--- src/rtl/core/ddo_pkg.sv ---
// ============================================================================
// ddo_pkg
// Shared types, constants and helper functions of the wheel odometry core.
// ============================================================================
package ddo_pkg;

    localparam int W          = 32;
    localparam int MOP_W      = 34;
    localparam int PROD_W     = 2 * MOP_W;
    localparam int ACC_W      = 36;
    localparam int ATAN_IDX_W = 5;

    typedef logic signed [W-1:0]      t_word;
    typedef logic        [W-1:0]      t_uword;
    typedef logic signed [MOP_W-1:0]  t_mop;
    typedef logic signed [PROD_W-1:0] t_prod;
    typedef logic signed [ACC_W-1:0]  t_acc;
    typedef logic        [1:0]        t_cfg_idx;

    localparam t_cfg_idx CFG_MPT  = 2'd0;
    localparam t_cfg_idx CFG_ISEP = 2'd1;
    localparam t_cfg_idx CFG_IPER = 2'd2;

    localparam t_uword MPT_RST  = 32'd429497;
    localparam t_uword ISEP_RST = 32'd186121;
    localparam t_uword IPER_RST = 32'd65536000;

    localparam t_acc PI_Q28       = 36'sd843314857;
    localparam t_acc TWO_PI_Q28   = 36'sd1686629714;
    localparam t_mop HALF_PI_Q28  = 34'sd421657428;
    localparam t_mop PI_Q28_M     = 34'sd843314857;
    localparam t_mop CORDIC_GAIN  = 34'sd652032874;

    localparam t_word SAT_MAX = 32'sh7FFF_FFFF;
    localparam t_word SAT_MIN = 32'sh8000_0000;

    typedef enum logic [1:0] {
        SH_4,
        SH_16,
        SH_17,
        SH_30
    } t_shift;

    typedef enum logic [3:0] {
        ST_IDLE,
        ST_DL,
        ST_DR,
        ST_GAP,
        ST_ROT,
        ST_VS,
        ST_VD,
        ST_VL,
        ST_VR,
        ST_CORDIC,
        ST_PX,
        ST_PY,
        ST_WRAP,
        ST_DONE
    } t_state;

    function automatic t_mop atan_q30(input logic [ATAN_IDX_W-1:0] idx);
        t_mop v;
        unique case (idx)
            5'd0:  v = 34'sd843314857;
            5'd1:  v = 34'sd497837830;
            5'd2:  v = 34'sd263043837;
            5'd3:  v = 34'sd133525159;
            5'd4:  v = 34'sd67021687;
            5'd5:  v = 34'sd33543516;
            5'd6:  v = 34'sd16775851;
            5'd7:  v = 34'sd8388437;
            5'd8:  v = 34'sd4194283;
            5'd9:  v = 34'sd2097149;
            5'd10: v = 34'sd1048576;
            5'd11: v = 34'sd524288;
            5'd12: v = 34'sd262144;
            5'd13: v = 34'sd131072;
            5'd14: v = 34'sd65536;
            5'd15: v = 34'sd32768;
            5'd16: v = 34'sd16384;
            5'd17: v = 34'sd8192;
            5'd18: v = 34'sd4096;
            5'd19: v = 34'sd2048;
            5'd20: v = 34'sd1024;
            5'd21: v = 34'sd512;
            5'd22: v = 34'sd256;
            5'd23: v = 34'sd128;
            5'd24: v = 34'sd64;
            5'd25: v = 34'sd32;
            5'd26: v = 34'sd16;
            5'd27: v = 34'sd8;
            5'd28: v = 34'sd4;
            5'd29: v = 34'sd2;
            5'd30: v = 34'sd1;
            5'd31: v = 34'sd0;
        endcase
        return v;
    endfunction

    function automatic t_word sat_acc(input t_acc v);
        t_word r;
        if (v > t_acc'(SAT_MAX)) begin
            r = SAT_MAX;
        end else if (v < t_acc'(SAT_MIN)) begin
            r = SAT_MIN;
        end else begin
            r = v[W-1:0];
        end
        return r;
    endfunction

    // one correction step toward [-pi, pi)
    function automatic t_acc wrap_step(input t_acc v);
        t_acc r;
        if (v >= PI_Q28) begin
            r = v - TWO_PI_Q28;
        end else if (v < -PI_Q28) begin
            r = v + TWO_PI_Q28;
        end else begin
            r = v;
        end
        return r;
    endfunction

endpackage

--- src/rtl/core/ddo_mul.sv ---
// ============================================================================
// ddo_mul
// Shared signed multiplier with registered product, floor shift and
// 32-bit saturation.
// ============================================================================
module ddo_mul (
    input  logic           i_clk,
    input  logic           i_go,
    input  ddo_pkg::t_mop  i_a,
    input  ddo_pkg::t_mop  i_b,
    input  ddo_pkg::t_shift i_sh,
    output ddo_pkg::t_word o_sat,
    output ddo_pkg::t_mop  o_wide
);
    import ddo_pkg::*;

    t_prod  r_prod;
    t_shift r_sh;
    t_prod  w_prod;
    t_prod  w_shf;

    assign w_prod = t_prod'(i_a) * t_prod'(i_b);

    always_ff @(posedge i_clk) begin
        if (i_go) begin
            r_prod <= w_prod;
            r_sh   <= i_sh;
        end
    end

    always_comb begin
        unique case (r_sh)
            SH_4:    w_shf = r_prod >>> 4;
            SH_16:   w_shf = r_prod >>> 16;
            SH_17:   w_shf = r_prod >>> 17;
            SH_30:   w_shf = r_prod >>> 30;
            default: w_shf = r_prod;
        endcase
    end

    always_comb begin
        if (w_shf[PROD_W-1:W-1] == '0 || w_shf[PROD_W-1:W-1] == '1) begin
            o_sat = w_shf[W-1:0];
        end else if (w_shf[PROD_W-1]) begin
            o_sat = SAT_MIN;
        end else begin
            o_sat = SAT_MAX;
        end
    end

    assign o_wide = w_shf[MOP_W-1:0];

endmodule

--- config.mk ---
export PLATFORM = sky130hd
export DESIGN_NAME = ddo_mul
export DESIGN_NICKNAME = d
export VERILOG_FILES = /design/src/rtl/core/ddo_pkg.sv /design/src/rtl/core/ddo_mul.sv
export SDC_FILE = /design/constraint.sdc
export NUM_CORES = 2
export LEC_CHECK = 0
export BUFFER_PORTS_ARGS = -buffer_cell sky130_fd_sc_hd__buf_2
export CAP_MARGIN = 40
export CORE_AREA = 8 8 358 534
export DETAILED_ROUTE_END_ITERATION = 16
export DIE_AREA = 0 0 366 542
export PLACE_DENSITY = 0.43
export SETUP_SLACK_MARGIN = 0.3
export SYNTH_ARGS = -nofsm -noshare
export SYNTH_HDL_FRONTEND = slang
export SYNTH_SLANG_ARGS = --single-unit
--- constraint.sdc ---
create_clock -name i_clk -period 11 [get_ports i_clk]
set_input_delay 1.65 -clock i_clk [delete_from_list [all_inputs] [get_ports i_clk]]
set_output_delay 1.65 -clock i_clk [all_outputs]
set_load 0.01 [all_outputs]
==> out/summary.md <==
The run finished with clean final reports. The share of async-settable or async-resettable flops after synthesis is 0, and the number of cell rows is 193. The vertical extent of the die works out to 542 um.

Port buffering added 137 buffers. The number of instances in the synthesized netlist is 4804, and the number of max-capacitance violations reported is 0. In this run the worst hold path is classified as primary input to flip-flop. The number of antenna violations at the first check in global routing is 20, and the total via count after detailed routing is 31.73k.

The number of gates resized after CTS was 0. The number of filler instances in the final layout was 19.89k. The run gives 7200 as the number of placed cells counting well taps. Standard cell with the maximum stage delay on the critical path: sky130_fd_sc_hd__fa_1. The run gives 101.5 MHz as the highest clock rate. For the total track usage, the log shows 0.1550.

After clock tree synthesis, the clock-pin slew on the worst setup and hold paths is 0.06 ns. The run gives 0.8239 as the routability congestion estimate. Counting flops and latches in the post-synthesis netlist gives 66. From left edge to right edge, the die measures 366 um.

For the number of endpoints with negative hold slack in the final report, the log shows 0. The period utilization was 0.8953; the maximum fanout encountered on the critical timing path was 34. The tools report the sequential cell area fraction in the yosys report as 0.04349. At the pin with the least slew margin, the transition time is 0.9108 ns. The tools report the worst slew margin relative to its limit as 0.3928.

The number of synthesized flops with an enable pin is 66, and the die footprint is 198400 um2. The fraction of final layout cells with drive strength greater than 1 came out at 0.06277. Setup violations remaining at the end of the flow were counted as 0.

TritonCTS built the clock tree. The run gives 0 as the post-CTS setup-driven buffer insertion count. For this run, design rule violations remaining after detail routing come to 0. After the flow finishes, the layout carries non-filler instances totaling 7227.

The logs give 11.08 ns for the required time of the critical path and 138 for the I/O pin count. The core area was 183500 um2. The first global-routing pass estimated 234500 um of wire. The number of nets in the synthesized netlist is 6318. Data on the critical path arrives at its endpoint at 9.92 ns. The via count of the first global-routing pass was 37.60k; the number of routed nets with antenna violations was 0. For this run, the detailed router's first-pass iteration total came to 7. The path with the worst hold slack has its endpoint at r_sh[0]. The routed design has 150700 um of wire. By startpoint and endpoint, the worst setup path is classified as primary input to flip-flop. The via density per instance is 4.390, and the cell area after synthesis is 45570 um2. The tools report the worst hold path startpoint as i_sh[0]. Buffers inserted during clock tree synthesis total 9. The tools report the global-route congestion overflow total as 0. In the synthesized netlist the dominant register cell turns out to be sky130_fd_sc_hd__edfxtp_1.

The clock drives 66 sinks. The count of routing violations after the opening detailed-route iteration came out at 1316. The hold-critical path depth is 1. No sink is reached through more buffers than the 2 on the longest clock path. The run gives 0 as the number of warnings reported in the yosys synthesis log. STA classifies the critical path endpoint as a flip-flop.

The library cells used most frequently in the layout, excluding fill and tap cells, are sky130_fd_sc_hd__fa_1 (1241), sky130_fd_sc_hd__inv_1 (1238), sky130_fd_sc_hd__and2_1 (609). Initial core utilization: 0.2483. Counting stages on the worst path, the most repeated cell is sky130_fd_sc_hd__fa_1. Startpoint kind of the worst setup timing path: a primary input. The maximum number of pins on one net before global-route repair was 67; the average footprint of a synthesized cell was 9.487 um2. Subtracting the final worst setup slack from the clock period gives 9.849 ns. The critical path goes through buf_2 -> and2_1 -> fa_1 -> fa_1 -> fa_1 -> inv_1 -> fa_1 -> buf_4 -> inv_1 -> fa_1 -> fa_1 -> fa_1 -> fa_1 -> ha_1 -> and2_2 -> nand2_1 -> a211o_1 -> a31o_1 -> a21oi_2 -> o41ai_2 -> o2111a_1 -> or4_1.

In this run, post-CTS hold repair placed 0 buffers. The area overhead of the layout relative to synthesis came out at 8.324%. On the worst path, the slowest cell contributes a delay of 0.78 ns.

Setup repair after global routing left no endpoint under its margin. Average wire length per cell after detail routing: 20.85 um. The tools report the clock tree root buffer cell as sky130_fd_sc_hd__clkbuf_16. The run gives 0 as the max-slew violation total from the final report.

The run gives 131100 um as the HPWL reported at the end of detailed placement. The library cell used most frequently in the layout, excluding fill and tap cells, is sky130_fd_sc_hd__fa_1. After synthesis, the netlist uses 76 different library cells.

The run gives 0 ns as the sum of negative setup slack. The logs give 6288 for the post-layout net count and 3 for the H-tree level count.
==> synth_stat cells (all sizes together), types with 5 or more instances <==
cell type | instances | area (um2)
xnor2 | 55 | 481.7
mux2i | 15 | 150.1
or2 | 14 | 87.58
nand4 | 21 | 137.6
a21boi | 6 | 45.05
nor3 | 17 | 85.08
o21ai | 64 | 327.8
clkbuf | 225 | 854.6
mux4 | 37 | 833.3
and2 | 610 | 3817
nor4 | 11 | 75.07
nand2b | 24 | 150.1
fa | 1241 | 24840
inv | 1238 | 4647
a211oi | 9 | 82.58
o211ai | 19 | 142.6
o21bai | 11 | 82.58
a21oi | 95 | 479.2
nor2 | 71 | 266.5
xor2 | 18 | 157.7
buf | 28 | 153.9
nand3 | 16 | 85.08
edfxtp | 66 | 1982
nand2 | 571 | 2151
ha | 201 | 2515
and3 | 9 | 58.80
a21o | 36 | 271.5
a31oi | 15 | 93.84
o21a | 8 | 60.06
or3 | 5 | 31.28
==> final cells by class <==
class                           instances  area [um2]  share of cell area
Clock buffer                            9       225.2            0.004562
Antenna cell                           11       27.53           0.0005576
Timing Repair Buffer                  213        1406             0.02849
Inverter                             1239        4651             0.09421
Multi-Input combinational cell       3245       37930              0.7683
Sequential cell                        66        1982             0.04015
Clock inverter                          7       98.84            0.002002
Tap cell                             2437        3049             0.06176
==> cells by family (layout without fill, tap and decap cells) <==
| family | after synthesis | count (layout) | share of synthesized area |
|---|---|---|---|
| AO/OA/AOI/OAI | 297 | 297 | 0.04168 |
| AND/OR/NAND/NOR | 1381 | 1381 | 0.1545 |
| flip-flops | 66 | 66 | 0.04349 |
| adder cells (fa/ha/maj) | 1442 | 1442 | 0.6003 |
| other | 0 | 11 | 0 |
| buffers and inverters | 1493 | 1468 | 0.1244 |
| XOR/XNOR | 73 | 73 | 0.01403 |
| multiplexers | 52 | 52 | 0.02158 |
==> worst max-delay path by stage <==
stage / slack [ns] / startpoint / to
finish: 1.15 / i_b[3] / r_prod[65]
global route: 0.78 / i_b[3] / r_prod[65]
CTS: 1.13 / i_b[3] / r_prod[65]
detailed placement: 0.77 / i_b[3] / r_prod[65]
global placement: 0.88 / i_b[3] / r_prod[65]
floorplan: 1.37 / i_a[33] / r_prod[65]
==> per-layer routing <==
metal,wire (um),vias up,track usage
met5,40,-,0
met4,9321,6,0.07925
met3,3206,281,0.01089
met2,86370,571,0.3136
met1,51710,17030,0.1570
li1,-,13840,-
==> per-stage QoR <==
stage	worst slack (ns)	util	area (um2)	hold slack, ns
2_1_floorplan	1.369	-	45570	1.749
3_3_place_gp	0.8761	0.2659	48790	1.831
3_5_place_dp	0.7740	0.2671	49020	1.831
4_1_cts	1.125	0.2688	49340	1.465
5_1_grt	0.7813	0.2689	49350	1.471
6_report	1.151	0.2690	49370	1.482
==> sequential cells by signal (all words and copies together), names as in the netlist <==
register	flops
r_prod	64
r_sh	2
==> worst max-delay path, delay by kind of cell <==
family,cells,cell delay (ns)
compound gates,5,1.08
fa+ha+maj,9,4.73
buf+inv,4,1.29
simple gates,4,1.09
Power is left out: the tool's default activity adds up to more than one toggle a clock period on the data nets, which glitch-free logic cannot reach.
