**config.mk**
```make
export PLATFORM = sky130hd
export DESIGN_NAME = ddo_cordic
export DESIGN_NICKNAME = d
export VERILOG_FILES = /design/src/rtl/core/ddo_pkg.sv /design/src/rtl/core/ddo_cordic.sv
export SDC_FILE = /design/constraint.sdc
export NUM_CORES = 1
export LEC_CHECK = 0
export BUFFER_PORTS_ARGS = -buffer_cell sky130_fd_sc_hd__buf_4
export CAP_MARGIN = 10
export CORE_MARGIN = 8
export CORE_UTILIZATION = 50
export DETAILED_ROUTE_END_ITERATION = 8
export MAX_ROUTING_LAYER = met4
export PLACE_DENSITY = 0.7
export SLEW_MARGIN = 20
export SYNTH_ARGS = -nofsm -noshare
export SYNTH_HDL_FRONTEND = slang
export SYNTH_SLANG_ARGS = --single-unit
```
**constraint.sdc**
```tcl
create_clock -name i_clk -period 7.1 [get_ports i_clk]
set_clock_uncertainty 0.2 [all_clocks]
set_input_delay 1.775 -clock i_clk [delete_from_list [all_inputs] [get_ports i_clk]]
set_output_delay 1.775 -clock i_clk [all_outputs]
set_load 0.02 [all_outputs]
```
**src/rtl/core/ddo_pkg.sv**
```systemverilog
// ============================================================================
// ddo_pkg
// Shared types, constants and helper functions of the wheel odometry core.
// ============================================================================
package ddo_pkg;

    localparam int W          = 32;
    localparam int MOP_W      = 34;
    localparam int PROD_W     = 2 * MOP_W;
    localparam int ACC_W      = 36;
    localparam int ATAN_IDX_W = 5;

    typedef logic signed [W-1:0]      t_word;
    typedef logic        [W-1:0]      t_uword;
    typedef logic signed [MOP_W-1:0]  t_mop;
    typedef logic signed [PROD_W-1:0] t_prod;
    typedef logic signed [ACC_W-1:0]  t_acc;
    typedef logic        [1:0]        t_cfg_idx;

    localparam t_cfg_idx CFG_MPT  = 2'd0;
    localparam t_cfg_idx CFG_ISEP = 2'd1;
    localparam t_cfg_idx CFG_IPER = 2'd2;

    localparam t_uword MPT_RST  = 32'd429497;
    localparam t_uword ISEP_RST = 32'd186121;
    localparam t_uword IPER_RST = 32'd65536000;

    localparam t_acc PI_Q28       = 36'sd843314857;
    localparam t_acc TWO_PI_Q28   = 36'sd1686629714;
    localparam t_mop HALF_PI_Q28  = 34'sd421657428;
    localparam t_mop PI_Q28_M     = 34'sd843314857;
    localparam t_mop CORDIC_GAIN  = 34'sd652032874;

    localparam t_word SAT_MAX = 32'sh7FFF_FFFF;
    localparam t_word SAT_MIN = 32'sh8000_0000;

    typedef enum logic [1:0] {
        SH_4,
        SH_16,
        SH_17,
        SH_30
    } t_shift;

    typedef enum logic [3:0] {
        ST_IDLE,
        ST_DL,
        ST_DR,
        ST_GAP,
        ST_ROT,
        ST_VS,
        ST_VD,
        ST_VL,
        ST_VR,
        ST_CORDIC,
        ST_PX,
        ST_PY,
        ST_WRAP,
        ST_DONE
    } t_state;

    function automatic t_mop atan_q30(input logic [ATAN_IDX_W-1:0] idx);
        t_mop v;
        unique case (idx)
            5'd0:  v = 34'sd843314857;
            5'd1:  v = 34'sd497837830;
            5'd2:  v = 34'sd263043837;
            5'd3:  v = 34'sd133525159;
            5'd4:  v = 34'sd67021687;
            5'd5:  v = 34'sd33543516;
            5'd6:  v = 34'sd16775851;
            5'd7:  v = 34'sd8388437;
            5'd8:  v = 34'sd4194283;
            5'd9:  v = 34'sd2097149;
            5'd10: v = 34'sd1048576;
            5'd11: v = 34'sd524288;
            5'd12: v = 34'sd262144;
            5'd13: v = 34'sd131072;
            5'd14: v = 34'sd65536;
            5'd15: v = 34'sd32768;
            5'd16: v = 34'sd16384;
            5'd17: v = 34'sd8192;
            5'd18: v = 34'sd4096;
            5'd19: v = 34'sd2048;
            5'd20: v = 34'sd1024;
            5'd21: v = 34'sd512;
            5'd22: v = 34'sd256;
            5'd23: v = 34'sd128;
            5'd24: v = 34'sd64;
            5'd25: v = 34'sd32;
            5'd26: v = 34'sd16;
            5'd27: v = 34'sd8;
            5'd28: v = 34'sd4;
            5'd29: v = 34'sd2;
            5'd30: v = 34'sd1;
            5'd31: v = 34'sd0;
        endcase
        return v;
    endfunction

    function automatic t_word sat_acc(input t_acc v);
        t_word r;
        if (v > t_acc'(SAT_MAX)) begin
            r = SAT_MAX;
        end else if (v < t_acc'(SAT_MIN)) begin
            r = SAT_MIN;
        end else begin
            r = v[W-1:0];
        end
        return r;
    endfunction

    // one correction step toward [-pi, pi)
    function automatic t_acc wrap_step(input t_acc v);
        t_acc r;
        if (v >= PI_Q28) begin
            r = v - TWO_PI_Q28;
        end else if (v < -PI_Q28) begin
            r = v + TWO_PI_Q28;
        end else begin
            r = v;
        end
        return r;
    endfunction

endpackage

```
**src/rtl/core/ddo_cordic.sv**
```systemverilog
// ============================================================================
// ddo_cordic
// Iterative rotation-mode CORDIC, one micro-rotation per cycle; folds the
// angle into [-pi/2, pi/2] on start.
// ============================================================================
module ddo_cordic #(
    parameter int CORDIC_STEPS = 24
) (
    input  logic          i_clk,
    input  logic          i_rst_n,
    input  logic          i_start,
    input  ddo_pkg::t_word i_ang,
    output logic          o_busy,
    output ddo_pkg::t_mop o_cos,
    output ddo_pkg::t_mop o_sin
);
    import ddo_pkg::*;

    localparam int CNT_W = $clog2(CORDIC_STEPS);

    logic             r_busy;
    logic [CNT_W-1:0] r_cnt;
    logic             r_flip;
    t_mop             r_x;
    t_mop             r_y;
    t_mop             r_z;

    t_mop w_a;
    t_mop w_fold;
    logic w_flip;
    t_mop w_dx;
    t_mop w_dy;
    t_mop w_at;

    always_comb begin
        w_a = t_mop'(i_ang);
        if (w_a > HALF_PI_Q28) begin
            w_fold = w_a - PI_Q28_M;
            w_flip = 1'b1;
        end else if (w_a < -HALF_PI_Q28) begin
            w_fold = w_a + PI_Q28_M;
            w_flip = 1'b1;
        end else begin
            w_fold = w_a;
            w_flip = 1'b0;
        end
    end

    assign w_dx = r_y >>> r_cnt;
    assign w_dy = r_x >>> r_cnt;
    assign w_at = atan_q30(ATAN_IDX_W'(r_cnt));

    always_ff @(posedge i_clk) begin
        if (!i_rst_n) begin
            r_busy <= 1'b0;
            r_cnt  <= '0;
        end else if (i_start) begin
            r_busy <= 1'b1;
            r_cnt  <= '0;
        end else if (r_busy) begin
            if (r_cnt == CNT_W'(CORDIC_STEPS - 1)) begin
                r_busy <= 1'b0;
            end
            r_cnt <= r_cnt + CNT_W'(1);
        end
    end

    always_ff @(posedge i_clk) begin
        if (i_start) begin
            r_x    <= CORDIC_GAIN;
            r_y    <= '0;
            r_z    <= w_fold <<< 2;
            r_flip <= w_flip;
        end else if (r_busy) begin
            if (!r_z[MOP_W-1]) begin
                r_x <= r_x - w_dx;
                r_y <= r_y + w_dy;
                r_z <= r_z - w_at;
            end else begin
                r_x <= r_x + w_dx;
                r_y <= r_y - w_dy;
                r_z <= r_z + w_at;
            end
        end
    end

    assign o_busy = r_busy;
    assign o_cos  = r_flip ? -r_x : r_x;
    assign o_sin  = r_flip ? -r_y : r_y;

endmodule

```
==> results.tsv <==
metric	value	unit
status	complete, no violations	
Initial Util	0.503	
largest net degree at the start of global routing	53	
initial antenna violation count	0	
synthesized area per cell	7.97	sq um
CP max stage delay	0.62	ns
Syn Std Cell Area	19400	sq um
Post-Place Cells	2916	
Startpoint Class	flop	
f_max	149	MHz
Max-Cap Viols	0	
# nets final	2570	
WL final	69600	um
Crit path top cell by count	or4_1	
chip height	213	um
Worst-Skew Late Latency	0.47	ns
maximum vdd drop	0.000208	V
RSZ-0062 raised after global routing	no	
cts bufs inserted	17	
number of routed nets with antenna violations	0	
DR WL/cell	23.6	um
Synth Instances	2428	
R2R setup slack	0.44	ns
syn nets	2580	
GRT Overall Usage	0.306	
IO Pins	104	
Leak	8.28	nW
arrival time of the worst setup path	4.72	ns
first drt pass iteration count	6	
Yosys warnings	0	
setup_tns	0	ns
reg2reg path depth	24	
clock period minus worst slack	6.70	ns
Post-synth top flop	dfxtp_1	
Site Rows	72	
clock tree sinks	139	
core area	38500	sq um
grt total ovfl	0	
layout cells sized above 1	0.144	
Via-to-Cell Ratio	6.67	
die width	213	um
Post-route DRC	0	
fin cells	2949	
First DRT Iteration DRCs	2209	
vias in the first global route	18142	
CP Capture Type	output pin	
I/O Buffers	103	
post-layout util	0.549	
CP Cell Sequence	or4_4 -> or4_1 -> or2_1 -> or3_1 -> or4_1 -> or4_1 -> nor3_1 -> nor2_1 -> o31ai_2 -> xnor2_1 -> buf_4	
Synth async-reset ratio	0	
Slew HR	0.266	
TritonCTS clock tree	built	
Max clock buf depth	2	
Synth cell types	88	
Final Hold Fails	0	
Worst EP required	5.12	ns
Worst-Margin Slew	1.10	ns
synth-to-layout area growth	9.06	%
Final Max Slew Viols	0	
Worst Hold Class	reg -> reg	
Final Setup Violations	0	
# diodes	0	
clk root buf	clkbuf_16	
Pwr Density	404	nW/um^2
die area	45300	sq um
post-DP HPWL	52800	um
Slowest-stage cell, CP	or4_4	
total power	0.00854	W
Max FO, Critical Path	12	
Hold Path Depth	2	
vias	19675	
# H-tree levels	4	
Worst-path clk slew	0.07	ns
Seq cells post-synth	139	
EDFF count, synth	33	
GPL Wtd Cong	1.09	
CP Class	reg -> out	
period utilization	0.944	
global-route wire length before repair	106000	um
Seq/Total Area, Yosys	0.161	
==> worst max-delay path, delay by kind of cell, from the launching register on <==
| family | cells | cell delay, ns |
|---|---|---|
| DFF | 1 | 0.46 |
| buffers and inverters | 1 | 0.23 |
| AOI/OAI and AO/OA | 1 | 0.29 |
| xor gates and xnor gates | 1 | 0.24 |
| and+or+nand+nor | 8 | 3.03 |
==> cell families after synthesis <==
family,synth area share
compound gates,0.262
xor+xnor,0.121
fa+ha+maj,0.0768
buf+inv,0.0544
flops,0.161
mux,0.146
simple gates,0.179
==> final cells by class <==
type                    count  area [sq um]
flip-flops and latches    139          3130
multi-input cells        2033         15200
fillers                  3613         17400
clock buffers              18           439
well taps                 518           648
clock inverters            14           128
inverters                  54           203
repair buffers            173          1360
==> metal layers <==
layer / part of all wire / track usage
met2: 0.47 / 0.494
met1: 0.40 / 0.372
met5: 0 / -
met4: 0.051 / 0.152
met3: 0.076 / 0.0462
==> Yosys cell counts, types with 11 or more instances <==
library cell / n / area [sq um]
a211oi_1: 31 / 233
a21o_1: 58 / 435
a21oi_1: 185 / 926
a22o_1: 30 / 263
a22oi_1: 29 / 218
a31oi_1: 46 / 288
and2_1: 24 / 150
and3_1: 27 / 169
buf_1: 25 / 93.8
buf_2: 22 / 110
buf_4: 11 / 82.6
clkbuf_1: 141 / 529
dfxtp_1: 106 / 2120
edfxtp_1: 33 / 991
ha_1: 114 / 1430
inv_1: 52 / 195
mux2_2: 23 / 259
mux2i_1: 77 / 771
mux4_2: 80 / 1800
nand2_1: 192 / 721
nand2b_1: 26 / 163
nand3_1: 38 / 190
nor2_1: 236 / 886
nor2b_1: 23 / 144
nor3_1: 31 / 155
nor4_1: 19 / 119
o211ai_1: 22 / 165
o21a_1: 28 / 210
o21ai_0: 118 / 591
o21bai_1: 19 / 143
o221ai_1: 22 / 193
o22ai_1: 17 / 106
o31ai_1: 34 / 255
o41ai_1: 12 / 105
or2_2: 12 / 75.1
or3_1: 19 / 119
or4_1: 18 / 135
xnor2_1: 174 / 1520
xor2_1: 93 / 815
==> through the flow <==
step	hold WS [ns]	setup WS, ns	instance area (sq um)
after CTS	0.316	0.413	21100
after floorplan	0.267	1.15	19400
after global routing	0.342	0.0791	21100
final	0.316	0.401	21100
after global placement	0.283	0.596	20500
after detailed placement	0.299	0.505	20500
==> path summary, 6_finish.rpt <==
| kind | from | end |
|---|---|---|
| min reg2reg | r_z[0] | r_z[0] |
| max reg2reg | r_cnt[0] | r_x[33] |
| max | r_x[6] | o_cos[33] |
| min | r_z[0] | r_z[0] |
==> registers in the layout, summed over array words and instances (netlist names) <==
register,count
o_busy,1
r_y,34
r_cnt,5
r_x,34
r_z,34
w_at,30
r_flip,1
==> where the power goes <==
| group | switching (W) | leakage [nW] | total (W) | internal [W] |
|---|---|---|---|---|
| Combinational | 0.00345 | 6.78 | 0.00617 | 0.00271 |
| Clock | 0.000425 | 0.279 | 0.000894 | 0.000470 |
| Sequential | 0.000474 | 1.22 | 0.00147 | 0.000999 |
| Total | 0.00435 | 8.28 | 0.00854 | 0.00418 |
==> what timing repair did <==
| item | in CTS | in global routing |
|---|---|---|
| hold buffers | 0 | 0 |
| setup endpoints to repair | 0 | 2 |
| gates resized for setup | 0 | 0 |
| setup buffers | 0 | 1 |
==> cells in the final DEF, fill, tap and decap left out, types with 12 or more instances in the layout <==
cell and n:
a211oi_1 31, a22oi_1 29, o21a_1 28, a21oi_1 185, mux4_2 80, and2_1 24
o31ai_1 34, and3_1 27, or3_1 19, mux2i_1 77, o21ai_0 118, nor2_1 234
or4_1 18, a22o_1 30, o211ai_1 22, nor4_1 19, nand2_1 192, xor2_1 93
o21bai_1 19, a31oi_1 46, ha_1 114, nor2b_1 23, nand2b_1 26, mux2_2 23
or2_2 12, o22ai_1 17, dfxtp_1 100, edfxtp_1 33, buf_4 168, clkbuf_16 17
o221ai_1 22, inv_1 52, o41ai_1 12, nor3_1 30, nand3_1 38, xnor2_1 174
a21o_1 58
Note: power is estimated with default switching activity, not from simulation.
